[config.mk]
export PLATFORM = sky130hd
export DESIGN_NAME = ip_fragment_option_parser_top
export DESIGN_NICKNAME = d
export VERILOG_FILES = /design/src/rtl/core/ifop_pkg.sv /design/src/rtl/core/ifop_front.sv /design/src/rtl/core/ifop_queue.sv /design/src/rtl/core/ifop_back.sv /design/src/rtl/core/ip_fragment_option_parser_top.sv
export VERILOG_INCLUDE_DIRS = /design/src /design/src/rtl/core
export SDC_FILE = /design/constraint.sdc
export NUM_CORES = 1
export LEC_CHECK = 0
export BUFFER_PORTS_ARGS = -buffer_cell sky130_fd_sc_hd__clkbuf_2
export CAP_MARGIN = 20
export CORE_AREA = 5 5 148 93
export DETAILED_ROUTE_END_ITERATION = 16
export DIE_AREA = 0 0 153 98
export PLACE_DENSITY = 0.76
export SETUP_SLACK_MARGIN = 0.15
export SLEW_MARGIN = 20
export SYNTH_ARGS = -nofsm -noshare
export SYNTH_HDL_FRONTEND = slang
export SYNTH_SLANG_ARGS = --single-unit
[constraint.sdc]
create_clock -name clk -period 3.1 [get_ports clk]
set_input_delay 0.155 -clock clk [delete_from_list [all_inputs] [get_ports clk]]
set_output_delay 0.155 -clock clk [all_outputs]
set_load 0.02 [all_outputs]
[src/rtl/core/assert_macros.svh]
`ifndef ASSERT_MACROS_SVH
`define ASSERT_MACROS_SVH

// implication checked at every rising clock edge outside reset
`define CHK_IMPL(label, ante, cons, msg) \
	label: assert property (@(posedge clk) disable iff (!arst_n) (ante) |-> (cons)) \
		else $error(msg);

// condition that must never hold outside reset
`define CHK_NEVER(label, cond, msg) \
	label: assert property (@(posedge clk) disable iff (!arst_n) !(cond)) \
		else $error(msg);

`endif

[src/rtl/core/ifop_pkg.sv]
package ifop_pkg;

	localparam int CHAR_W       = 8;
	localparam int STATUS_W     = 2;
	localparam int FRAG_W       = 16;
	localparam int OUT_DATA_W   = 24;
	localparam int TOKEN_CNT_W  = 3;
	localparam int MAX_TOKENS_D = 4;
	localparam int QUEUE_DEPTH  = 2;

	localparam logic [STATUS_W-1:0] ST_OK        = 2'd0;
	localparam logic [STATUS_W-1:0] ST_BAD_TOKEN = 2'd1;
	localparam logic [STATUS_W-1:0] ST_BAD_NUM   = 2'd2;
	localparam logic [STATUS_W-1:0] ST_RANGE     = 2'd3;

	localparam logic [FRAG_W-1:0] OFFSET_MAX = 16'd8189;

	typedef struct packed {
		logic       nul;
		logic       sep;
		logic       let_d;
		logic       let_m;
		logic       let_r;
		logic       let_x;
		logic       dec_ok;
		logic       oct_ok;
		logic       hex_ok;
		logic [3:0] digit;
	} cls_t;

endpackage

[src/rtl/core/ifop_front.sv]
module ifop_front (
	input  logic                        s_tvalid,
	output logic                        s_tready,
	input  logic [ifop_pkg::CHAR_W-1:0] s_tdata,   // [7:0] character
	input  logic                        q_full,
	output logic                        push,
	output ifop_pkg::cls_t              item
);

	logic [ifop_pkg::CHAR_W-1:0] c;

	assign c        = s_tdata;
	assign s_tready = !q_full;
	assign push     = s_tvalid && !q_full;

	always_comb begin
		item        = '0;
		item.nul    = (c == 8'h00);
		item.sep    = (c == 8'h20) || (c == 8'h2C);
		item.let_d  = (c == 8'h44);
		item.let_m  = (c == 8'h4D);
		item.let_r  = (c == 8'h52);
		item.let_x  = (c == 8'h78) || (c == 8'h58);
		item.dec_ok = (c >= 8'h30) && (c <= 8'h39);
		item.oct_ok = (c >= 8'h30) && (c <= 8'h37);
		if (item.dec_ok) begin
			item.hex_ok = 1'b1;
			item.digit  = 4'(c - 8'h30);
		end else if ((c >= 8'h61) && (c <= 8'h66)) begin
			item.hex_ok = 1'b1;
			item.digit  = 4'(c - 8'h57);
		end else if ((c >= 8'h41) && (c <= 8'h46)) begin
			item.hex_ok = 1'b1;
			item.digit  = 4'(c - 8'h37);
		end
	end

endmodule

[src/rtl/core/ifop_queue.sv]
module ifop_queue (
	input  logic           clk,
	input  logic           arst_n,
	input  logic           push,
	input  ifop_pkg::cls_t push_item,
	input  logic           pop,
	output ifop_pkg::cls_t head,
	output logic           full,
	output logic           empty
);

	localparam int PTR_W = (ifop_pkg::QUEUE_DEPTH > 1) ? $clog2(ifop_pkg::QUEUE_DEPTH) : 1;
	localparam int CNT_W = $clog2(ifop_pkg::QUEUE_DEPTH + 1);

	ifop_pkg::cls_t           mem_q [ifop_pkg::QUEUE_DEPTH];
	logic [PTR_W-1:0]         wr_ptr_q;
	logic [PTR_W-1:0]         rd_ptr_q;
	logic [CNT_W-1:0]         count_q;

	assign full  = (count_q == CNT_W'(ifop_pkg::QUEUE_DEPTH));
	assign empty = (count_q == '0);
	assign head  = mem_q[rd_ptr_q];

	always_ff @(posedge clk) begin
		if (push) begin
			mem_q[wr_ptr_q] <= push_item;
		end
	end

	always_ff @(posedge clk or negedge arst_n) begin
		if (!arst_n) begin
			wr_ptr_q <= '0;
			rd_ptr_q <= '0;
			count_q  <= '0;
		end else begin
			if (push) begin
				wr_ptr_q <= (wr_ptr_q == PTR_W'(ifop_pkg::QUEUE_DEPTH - 1)) ? '0 : wr_ptr_q + 1'b1;
			end
			if (pop) begin
				rd_ptr_q <= (rd_ptr_q == PTR_W'(ifop_pkg::QUEUE_DEPTH - 1)) ? '0 : rd_ptr_q + 1'b1;
			end
			if (push && !pop) begin
				count_q <= count_q + 1'b1;
			end else if (pop && !push) begin
				count_q <= count_q - 1'b1;
			end
		end
	end

endmodule

[src/rtl/core/ifop_back.sv]
module ifop_back #(
	parameter int MAX_TOKENS = ifop_pkg::MAX_TOKENS_D
) (
	input  logic                            clk,
	input  logic                            arst_n,
	input  ifop_pkg::cls_t                  head,
	input  logic                            q_empty,
	output logic                            pop,
	output logic                            m_tvalid,
	input  logic                            m_tready,
	output logic [ifop_pkg::OUT_DATA_W-1:0] m_tdata   // [1:0] status, [17:2] frag_field
);

	localparam logic [2:0] PH_START  = 3'd0;
	localparam logic [2:0] PH_ZERO   = 3'd1;
	localparam logic [2:0] PH_DEC    = 3'd2;
	localparam logic [2:0] PH_OCT    = 3'd3;
	localparam logic [2:0] PH_HEXPFX = 3'd4;
	localparam logic [2:0] PH_HEX    = 3'd5;
	localparam logic [2:0] PH_BAD    = 3'd6;

	localparam logic [1:0] BASE_DEC = 2'd0;
	localparam logic [1:0] BASE_OCT = 2'd1;
	localparam logic [1:0] BASE_HEX = 2'd2;

	localparam logic [16:0] NUM_SAT = 17'h10000;

	logic                                in_token_q, in_token_d;
	logic [ifop_pkg::TOKEN_CNT_W-1:0]    tokens_q, tokens_d;
	logic                                is_num_q, is_num_d;
	logic [2:0]                          phase_q, phase_d;
	logic [16:0]                         value_q, value_d;
	logic                                seen_d_q, seen_d_d;
	logic                                seen_m_q, seen_m_d;
	logic                                seen_r_q, seen_r_d;
	logic                                seen_o_q, seen_o_d;
	logic [ifop_pkg::FRAG_W-1:0]         offset_q, offset_d;
	logic [ifop_pkg::STATUS_W-1:0]       err_q, err_d;
	logic                                out_valid_q;
	logic [ifop_pkg::STATUS_W-1:0]       out_status_q;
	logic [ifop_pkg::FRAG_W-1:0]         out_frag_q;

	logic                                num_open;
	logic                                end_err;
	logic [2:0]                          nc_phase;
	logic [16:0]                         nc_value;
	logic [ifop_pkg::FRAG_W-1:0]         final_offset;
	logic [ifop_pkg::STATUS_W-1:0]       res_status;
	logic [ifop_pkg::FRAG_W-1:0]         res_frag;

	function automatic logic [16:0] accum(input logic [16:0] v, input logic [1:0] base,
	                                      input logic [3:0] d);
		logic [20:0] w;
		begin
			case (base)
				BASE_DEC: w = (21'(v) << 3) + (21'(v) << 1);
				BASE_OCT: w = 21'(v) << 3;
				default:  w = 21'(v) << 4;
			endcase
			w = w + 21'(d);
			accum = (w > 21'd65535) ? NUM_SAT : w[16:0];
		end
	endfunction

	assign pop      = !q_empty && (!head.nul || !out_valid_q || m_tready);
	assign m_tvalid = out_valid_q;
	assign m_tdata  = {6'd0, out_frag_q, out_status_q};

	// number scanner step for the current character
	always_comb begin
		nc_phase = phase_q;
		nc_value = value_q;
		case (phase_q)
			PH_START: begin
				if (head.dec_ok && head.digit == 4'd0) begin
					nc_phase = PH_ZERO;
				end else begin
					nc_phase = PH_DEC;
					nc_value = accum(value_q, BASE_DEC, head.digit);
				end
			end
			PH_ZERO: begin
				if (head.let_x) begin
					nc_phase = PH_HEXPFX;
				end else if (head.oct_ok) begin
					nc_phase = PH_OCT;
					nc_value = accum(value_q, BASE_OCT, head.digit);
				end else begin
					nc_phase = PH_BAD;
				end
			end
			PH_DEC: begin
				if (head.dec_ok) nc_value = accum(value_q, BASE_DEC, head.digit);
				else nc_phase = PH_BAD;
			end
			PH_OCT: begin
				if (head.oct_ok) nc_value = accum(value_q, BASE_OCT, head.digit);
				else nc_phase = PH_BAD;
			end
			PH_HEXPFX, PH_HEX: begin
				if (head.hex_ok) begin
					nc_phase = PH_HEX;
					nc_value = accum(value_q, BASE_HEX, head.digit);
				end else begin
					nc_phase = PH_BAD;
				end
			end
			default: nc_phase = PH_BAD;
		endcase
	end

	assign num_open = in_token_q && is_num_q;
	assign end_err  = num_open && ((phase_q == PH_BAD) || (phase_q == PH_HEXPFX) ||
	                  (phase_q == PH_START) || value_q[16]);
	assign final_offset = num_open ? value_q[15:0] : offset_q;

	always_comb begin
		res_frag = '0;
		if (err_q != ifop_pkg::ST_OK) begin
			res_status = err_q;
		end else if (end_err) begin
			res_status = ifop_pkg::ST_BAD_NUM;
		end else if (final_offset > ifop_pkg::OFFSET_MAX) begin
			res_status = ifop_pkg::ST_RANGE;
		end else begin
			res_status = ifop_pkg::ST_OK;
			res_frag   = {seen_r_q, seen_d_q, seen_m_q, final_offset[12:0]};
		end
	end

	always_comb begin
		in_token_d = in_token_q;
		tokens_d   = tokens_q;
		is_num_d   = is_num_q;
		phase_d    = phase_q;
		value_d    = value_q;
		seen_d_d   = seen_d_q;
		seen_m_d   = seen_m_q;
		seen_r_d   = seen_r_q;
		seen_o_d   = seen_o_q;
		offset_d   = offset_q;
		err_d      = err_q;
		if (pop) begin
			if (head.nul) begin
				in_token_d = 1'b0;
				tokens_d   = '0;
				is_num_d   = 1'b0;
				phase_d    = PH_START;
				value_d    = '0;
				seen_d_d   = 1'b0;
				seen_m_d   = 1'b0;
				seen_r_d   = 1'b0;
				seen_o_d   = 1'b0;
				offset_d   = '0;
				err_d      = ifop_pkg::ST_OK;
			end else if (err_q != ifop_pkg::ST_OK) begin
				err_d = err_q;
			end else if (head.sep) begin
				if (end_err) err_d = ifop_pkg::ST_BAD_NUM;
				else if (num_open) offset_d = value_q[15:0];
				in_token_d = 1'b0;
				is_num_d   = 1'b0;
			end else if (in_token_q) begin
				if (is_num_q) begin
					phase_d = nc_phase;
					value_d = nc_value;
				end
			end else if (tokens_q < ifop_pkg::TOKEN_CNT_W'(MAX_TOKENS)) begin
				tokens_d   = tokens_q + 1'b1;
				in_token_d = 1'b1;
				is_num_d   = 1'b0;
				if (head.let_d) begin
					if (seen_d_q) err_d = ifop_pkg::ST_BAD_TOKEN;
					else seen_d_d = 1'b1;
				end else if (head.let_m) begin
					if (seen_m_q) err_d = ifop_pkg::ST_BAD_TOKEN;
					else seen_m_d = 1'b1;
				end else if (head.let_r) begin
					if (seen_r_q) err_d = ifop_pkg::ST_BAD_TOKEN;
					else seen_r_d = 1'b1;
				end else if (head.dec_ok) begin
					if (seen_o_q) begin
						err_d = ifop_pkg::ST_BAD_TOKEN;
					end else begin
						seen_o_d = 1'b1;
						is_num_d = 1'b1;
						// first digit: zero enters the zero phase, any other digit the decimal phase with its value
						if (head.digit == 4'd0) begin
							phase_d = PH_ZERO;
							value_d = '0;
						end else begin
							phase_d = PH_DEC;
							value_d = 17'(head.digit);
						end
					end
				end else begin
					err_d = ifop_pkg::ST_BAD_TOKEN;
				end
				if (err_d != ifop_pkg::ST_OK) in_token_d = 1'b0;
			end
		end
	end

	always_ff @(posedge clk or negedge arst_n) begin
		if (!arst_n) begin
			in_token_q  <= 1'b0;
			tokens_q    <= '0;
			is_num_q    <= 1'b0;
			phase_q     <= PH_START;
			value_q     <= '0;
			seen_d_q    <= 1'b0;
			seen_m_q    <= 1'b0;
			seen_r_q    <= 1'b0;
			seen_o_q    <= 1'b0;
			offset_q    <= '0;
			err_q       <= ifop_pkg::ST_OK;
			out_valid_q <= 1'b0;
		end else begin
			in_token_q <= in_token_d;
			tokens_q   <= tokens_d;
			is_num_q   <= is_num_d;
			phase_q    <= phase_d;
			value_q    <= value_d;
			seen_d_q   <= seen_d_d;
			seen_m_q   <= seen_m_d;
			seen_r_q   <= seen_r_d;
			seen_o_q   <= seen_o_d;
			offset_q   <= offset_d;
			err_q      <= err_d;
			if (pop && head.nul) begin
				out_valid_q <= 1'b1;
			end else if (m_tready) begin
				out_valid_q <= 1'b0;
			end
		end
	end

	always_ff @(posedge clk) begin
		if (pop && head.nul) begin
			out_status_q <= res_status;
			out_frag_q   <= res_frag;
		end
	end

endmodule

[src/rtl/core/ip_fragment_option_parser_top.sv]
// channel   dir  tdata                                   transaction
// s_axis    in   [7:0] character                         one text character, 0 ends text
// m_axis    out  [1:0] status, [17:2] frag_field         one result per terminating NUL
//
// One character per cycle sustained while m_axis is not stalled; a character reaches
// the parser through a two-entry queue between classifier and parser.
// A result appears on m_axis the cycle after its NUL leaves the queue.
// arst_n clears the queue, the parser state and the output valid flag, not the output data.
// A stalled m_axis holds the next NUL at the queue head; characters behind it
// wait, and s_tready drops once the queue is full.
`include "assert_macros.svh"

module ip_fragment_option_parser_top #(
	parameter int MAX_TOKENS = ifop_pkg::MAX_TOKENS_D
) (
	input  logic                            clk,
	input  logic                            arst_n,
	input  logic                            s_tvalid,
	output logic                            s_tready,
	input  logic [ifop_pkg::CHAR_W-1:0]     s_tdata,   // [7:0] character
	output logic                            m_tvalid,
	input  logic                            m_tready,
	output logic [ifop_pkg::OUT_DATA_W-1:0] m_tdata    // [1:0] status, [17:2] frag_field
);

	ifop_pkg::cls_t     push_item;
	ifop_pkg::cls_t     head;
	logic               q_push;
	logic               q_pop;
	logic               q_full;
	logic               q_empty;

	ifop_front u_front (
		.s_tvalid (s_tvalid),
		.s_tready (s_tready),
		.s_tdata  (s_tdata),
		.q_full   (q_full),
		.push     (q_push),
		.item     (push_item)
	);

	ifop_queue u_queue (
		.clk       (clk),
		.arst_n    (arst_n),
		.push      (q_push),
		.push_item (push_item),
		.pop       (q_pop),
		.head      (head),
		.full      (q_full),
		.empty     (q_empty)
	);

	ifop_back #(
		.MAX_TOKENS (MAX_TOKENS)
	) u_back (
		.clk      (clk),
		.arst_n   (arst_n),
		.head     (head),
		.q_empty  (q_empty),
		.pop      (q_pop),
		.m_tvalid (m_tvalid),
		.m_tready (m_tready),
		.m_tdata  (m_tdata)
	);

	`CHK_IMPL(a_err_clears_frag, m_tvalid && (m_tdata[1:0] != ifop_pkg::ST_OK), m_tdata[17:2] == 16'd0, "frag_field set with error status")
	`CHK_IMPL(a_ok_in_range, m_tvalid && (m_tdata[1:0] == ifop_pkg::ST_OK), m_tdata[14:2] <= 13'd8189, "offset above limit with ok status")
	`CHK_NEVER(a_no_overwrite, m_tvalid && !m_tready && q_pop && head.nul, "result overwritten while stalled")

endmodule

Word-level counts from Yosys, hierarchy flattened
Memories as Yosys holds them, arrays and structs flattened. Index checks and enable logic that the tools add are counted.

Word-level logic and storage cells: 281. Input port bits: 12. Memories kept: 1. RAM bits: 26. Output and inout bits: 26. Register bits after elaboration: 70.

Memories: u_queue.mem_q (depth 2, bits a word 13, read ports 1, clocked after Yosys merged registers in 0, write ports 1, line ifop_queue.sv:15) `ifop_pkg::cls_t mem_q [ifop_pkg::QUEUE_DEPTH];`.

Equality and inequality tests: 37. Magnitude comparators: 14. Muxes and demuxes: 143. Add/sub/neg operators: 14. Reduce and logical (&&, ||, !) cells: 55.

Operators with widths (count): 2-to-1 mux 17 bit (22); 2-to-1 mux 21 bit (10); adder 21 x 4 -> 21 bit (5); > comparator 21 x 16 -> 1 bit (second input constant) (5); case mux 17 bit (5 select lines) (1); 2-to-1 mux 16 bit (5); 2-to-1 mux 3 bit (20); 2-to-1 mux 2 bit (28); 2-to-1 mux 1 bit (52); equality test 8 x 7 -> 1 bit (second input constant) (5); inequality test 4 x 3 -> 1 bit (second input constant) (7); adder 20 x 18 -> 21 bit (1); nonzero test 2 bit (10); inequality test 3 x 1 -> 1 bit (second input constant) (6); AND reduction 17 bit (1); equality test 8 x 6 -> 1 bit (second input constant) (2); greater-or-equal comparator 8 x 7 -> 1 bit (second input constant) (2); > comparator 16 x 13 -> 1 bit (second input constant) (1); less-or-equal comparator 8 x 6 -> 1 bit (second input constant) (2); less-or-equal comparator 8 x 7 -> 1 bit (second input constant) (2); 2-to-1 mux 5 bit (3); case mux 3 bit (5 select lines) (1); inequality test 2 x 1 -> 1 bit (second input constant) (7); logical AND 1 bit (12); 32 further kinds (53).

Depth between registers and ports, before layout
Word-level depth: 18. Gate-level depth with buffers: 14. Depth with buffers taken out: 11.

Modules after synthesis
From an unflattened synthesis, not the netlist that was laid out.

Cells, all modules: 713. Area, all modules: 6608.8 sq um.

Modules (own cells, without submodules): ifop_back (times used 1, cells an instance 613, area an instance 5158.7 sq um); ifop_queue (times used 1, cells an instance 56, area an instance 1124.8 sq um); ifop_front (times used 1, cells an instance 44, area an instance 325.3 sq um).

Least setup slack after synthesis
No wires, ideal clock.

Path type: register to register. Start: register u_queue.rd_ptr_q. End: register u_back.value_q[11]. Library setup time: 0.074 ns. Setup slack: 0.187 ns. Stages on the path, launching flop included: 15. Data arrival time: 2.839 ns. Buffers on the path: 3. Required time: 3.026 ns. Clock period less this slack: 2.913 ns. Cells stage by stage: dfrtp_1 > buf_4 > buf_4 > mux2i_1 > inv_1 > ha_1 > fa_1 > a21oi_1 > nor3_1 > and3_1 > a211oi_1 > o2111a_2 > a22oi_4 > buf_12 > o21ai_2.

Cells in the longest elaborated chain, start to end: 12.

Ends and longest elaborated chain: start: declaration (line ifop_queue.sv:17) `logic [PTR_W-1:0] rd_ptr_q;`; start signal: assignment (line ifop_queue.sv:40) `rd_ptr_q <= (rd_ptr_q == PTR_W'(ifop_pkg::QUEUE_DEPTH - 1)) ? '0 : rd_ptr_q + 1'b1;`; memory read (2 x 13 bit) (*); adder 21 x 4 -> 21 bit (line ifop_back.sv:60) `w = w + 21'(d);`; > comparator 21 x 16 -> 1 bit (line ifop_back.sv:61) `accum = (w > 21'd65535) ? NUM_SAT : w[16:0];`; 2-to-1 mux 17 bit (line ifop_back.sv:61); 2-to-1 mux 17 bit (line ifop_back.sv:85) `end else if (head.oct_ok) begin`; 2-to-1 mux 17 bit (line ifop_back.sv:83) `if (head.let_x) begin`; case mux 17 bit (5 select lines) (line ifop_back.sv:73) `case (phase_q)`; 2-to-1 mux 17 bit (line ifop_back.sv:164) `if (is_num_q) begin`; 2-to-1 mux 17 bit (line ifop_back.sv:163) `end else if (in_token_q) begin`; 2-to-1 mux 17 bit (line ifop_back.sv:158) `end else if (head.sep) begin`; 2-to-1 mux 17 bit (line ifop_back.sv:156) `end else if (err_q != ifop_pkg::ST_OK) begin`; 2-to-1 mux 17 bit (line ifop_back.sv:144) `if (head.nul) begin`; end signal: assignment (line ifop_back.sv:223) `value_q <= value_d;`; end: declaration (line ifop_back.sv:32) `logic [16:0] value_q, value_d;`.

Every way passes the cells marked *; elsewhere a longest branch is shown, timed or not. The select of a mux whose other input is x is not followed. A chain may end at the register's enable or synchronous reset.

Worst setup path in the final report
Start: register u_queue.rd_ptr_q. End: register u_back.value_q[15].

Same word-level chain as after synthesis.

==> impl_metrics.env <==
export IMPL_final_cell_mix="78 x nand2_1, 58 x buf_4, 50 x dfrtp_1, 47 x a21oi_1, 44 x edfxtp_1"
export IMPL_synth_area_per_cell_sq_um=9.47
export IMPL_async_reset_ff_share_pct=54.2
export IMPL_p_leak_nw=3.20
export IMPL_reg2reg_slack_ns=0.12
export IMPL_dp_cells=909
export IMPL_layout_min_cycle_time_ns=2.98
export IMPL_slowest_stage="dfrtp_2"
export IMPL_cp_top_family="compound AO/OA/AOI/OAI gates"
export IMPL_finalWirelength_microns=17600
export IMPL_critPathMaxFanout=16
export IMPL_drive_gt1_share_pct=22.7
export IMPL_reg2regPathDepth=13
export IMPL_fill_cells=1018
export IMPL_multi_input_area_sq_um=3840
export IMPL_path_clk_slew_ns=0.07
export IMPL_fin_crit_sh_pct=96.2
export IMPL_first_iter_violations=685
export IMPL_skew_ns=0.00940
export IMPL_grt_pass1_vias=5436
export IMPL_synth_cell_types=81
export IMPL_min_delay_path_depth=3
export IMPL_htreeDepth=3
export IMPL_die_h_microns=98
export IMPL_syn_area_sq_um=6560
export IMPL_setup_viol=0
export IMPL_cts_root_buffer="clkbuf_16"
export IMPL_p_per_area_nw_per_um2=846
export IMPL_synth_top_area_share_pct=20.1
export IMPL_max_stage_delay_ns=0.45
export IMPL_area_growth_pct=16.8
export IMPL_grt_overflow=0
export IMPL_cp_depth=13
export IMPL_clkLatencyLatePin_ns=0.35
export IMPL_ir_worst_vdd_mv=0.411
export IMPL_core_region_area_sq_um=12400
export IMPL_postSynthRegisterBits=96
export IMPL_maxCapViolations=0
export IMPL_slew_violations=0
export IMPL_required_ns=3.36
export IMPL_ant_nets=0
export IMPL_fmax_mhz=335
export IMPL_die_area_sq_um=15000
export IMPL_final_hold_viol_count=0
export IMPL_place_congestion=0.916
export IMPL_hold_path_class="in -> reg"
export IMPL_cp_end_kind="flop"
export IMPL_worst_pin_slew_ns=0.955
export IMPL_grt_pass1_wl_microns=28500
export IMPL_path_cells="buf_4 -> mux2i_2 -> inv_1 -> ha_1 -> a21o_1 -> a21oi_1 -> nor3_1 -> nand2_1 -> nor2_2 -> o2111a_2 -> a22oi_4 -> buf_12 -> o31ai_2"
export IMPL_fin_tns_setup_ns=0
export IMPL_layout_cells_non_filler=933
export IMPL_synthTopCellsByArea="edfxtp_1 20%, dfrtp_1 20%, ha_1 5.1%, nand2_1 4.5%, a21oi_1 3.8%"
export IMPL_slew_headroom_pct=36.4
export IMPL_final_common_cell="nand2_1"
export IMPL_drc=0
export IMPL_cp_arrival_ns=3.24
export IMPL_crit_buf_inv=3
export IMPL_rsz0062_at_grt="yes"
export IMPL_synth_warnings=0
export IMPL_ys_flop_type="dfrtp_1"
export IMPL_n_antenna_cell=0
export IMPL_placed_cell_area_sq_um=7130
export IMPL_setup_worst_path_class="reg -> reg"
export IMPL_chipWidth_microns=153
export IMPL_dpl_hpwl_microns=13100
export IMPL_yosys_area_top_type="edfxtp_1"
export IMPL_clockBufferDepth=2
export IMPL_routedWlPerCell_microns=18.9
export IMPL_startpoint_type="flop"
export IMPL_drt_pass1_iterations=6
export IMPL_ios=38
export IMPL_nets=799
export IMPL_via_count=5850
export IMPL_start_util_pct=52.9
export IMPL_seqCellArea_sq_um=2630
export IMPL_track_usage_pct=23.2
export IMPL_num_rows=32
export IMPL_design_area_sq_um=7670
export IMPL_outcome="finished clean"
export IMPL_yosysSeqAreaShare_pct=40.0
export IMPL_antenna_found_initial=0
export IMPL_cts_sink_count=96
export IMPL_via_per_inst=6.27
export IMPL_cts_tree="built"
export IMPL_io_buffers=31
export IMPL_numCtsBuffers=9
export IMPL_postSynthCellCount=693
export IMPL_grt_max_degree=37
export IMPL_synth_edf_count=44
## where the power goes
| part | switching, mW | total [mW] | internal [mW] | leakage (nW) |
|---|---|---|---|---|
| Clock | 0.521 | 1.08 | 0.563 | 0.143 |
| Combinational | 2.08 | 3.42 | 1.34 | 1.94 |
| Sequential | 0.264 | 1.99 | 1.73 | 1.12 |
| Total | 2.87 | 6.49 | 3.62 | 3.20 |
## per-layer routing
layer / up-vias / GRT usage [%] / wire [microns]
met3: 27 / 5.49 / 1640
met5: - / 0 / 0
met2: 326 / 33.4 / 7530
li1: 2685 / - / -
met4: 0 / 4.52 / 206
met1: 2812 / 35.8 / 8240
## flip-flops by register name, summed over array words and instances (netlist names), 3 cells and up
name,cells
u_back.value_q,17
u_back.tokens_q,3
u_queue.mem_q,26
u_back.phase_q,3
u_back.out_frag_q,16
u_back.offset_q,16
## cells by family after synthesis
logic type	count (synthesis)	share of synthesized area, %
simple gates	250	19.4
compound gates	202	22.2
flops	96	40.0
buf+inv	63	4.61
xor+xnor	34	4.77
fa+ha+maj	29	5.76
mux	18	3.28
other cells	1	0.0571
## what timing repair did
item                                   4_1_cts  5_1_grt
gates resized for setup                      3       35
pin swaps                                    1       13
hold buffers                                 1        0
buffers inserted                             1        6
endpoints found under the hold margin       35        0
setup endpoints to repair                    7       17
## metrics by stage
step	total power, mW	utilization (%)	worst slack [ns]	hold WS [ns]
2_1_floorplan	4.20	-	0.187	-0.141
3_3_place_gp	5.08	57.4	0.202	0.338
3_5_place_dp	5.17	57.4	0.0234	0.340
4_1_cts	6.28	60.0	0.0976	0.109
5_1_grt	6.88	61.8	0.0351	0.137
6_report	6.49	61.8	0.119	0.127
## cells in the mapped netlist (6+ instances only)
library cell,n
nand2_1,79
dfrtp_1,52
a21oi_1,50
edfxtp_1,44
nor2_1,44
o21ai_0,31
ha_1,27
nand3_1,23
clkbuf_1,21
inv_1,21
a22o_1,20
nor3_1,19
xnor2_1,18
a21o_1,17
and3_1,16
xor2_1,14
buf_2,10
buf_4,10
mux2i_1,10
nand2b_1,10
nand4_1,9
nor4_1,9
o211ai_1,9
nor3b_1,8
and2_1,7
o21a_1,7
o21ai_2,7
a22oi_1,6
## worst register-to-register path: cells and delay by family, from the launching register on
kind	cells	cell delay (ns)
AO/OA/AOI/OAI	5	0.82
AND/OR/NAND/NOR	3	0.72
flip-flops	1	0.45
buffers and inverters	3	0.43
adder cells (fa/ha/maj)	1	0.28
multiplexers	1	0.19
## path summary, 6_finish.rpt
check                                   startpoint            endpoint
worst max-delay path              u_queue.rd_ptr_q  u_back.value_q[15]
max in group asynchronous                   arst_n  u_back.offset_q[2]
worst min register to register  u_back.tokens_q[0]  u_back.tokens_q[0]
worst max register to register    u_queue.rd_ptr_q  u_back.value_q[15]
min in group asynchronous                   arst_n     u_back.seen_m_q
worst min-delay path                      s_tvalid    u_queue.wr_ptr_q
## area by class of cell
type                       count  share of cell area (%)
sequential                    96                    34.2
inverter                      21                    1.03
timing repair buffer          91                    8.09
clock buffer                   9                    2.94
clock inverter                 7                   0.865
multi-input combinational    539                    50.1
tap                          170                    2.77
(Power assumes the default switching activity.)
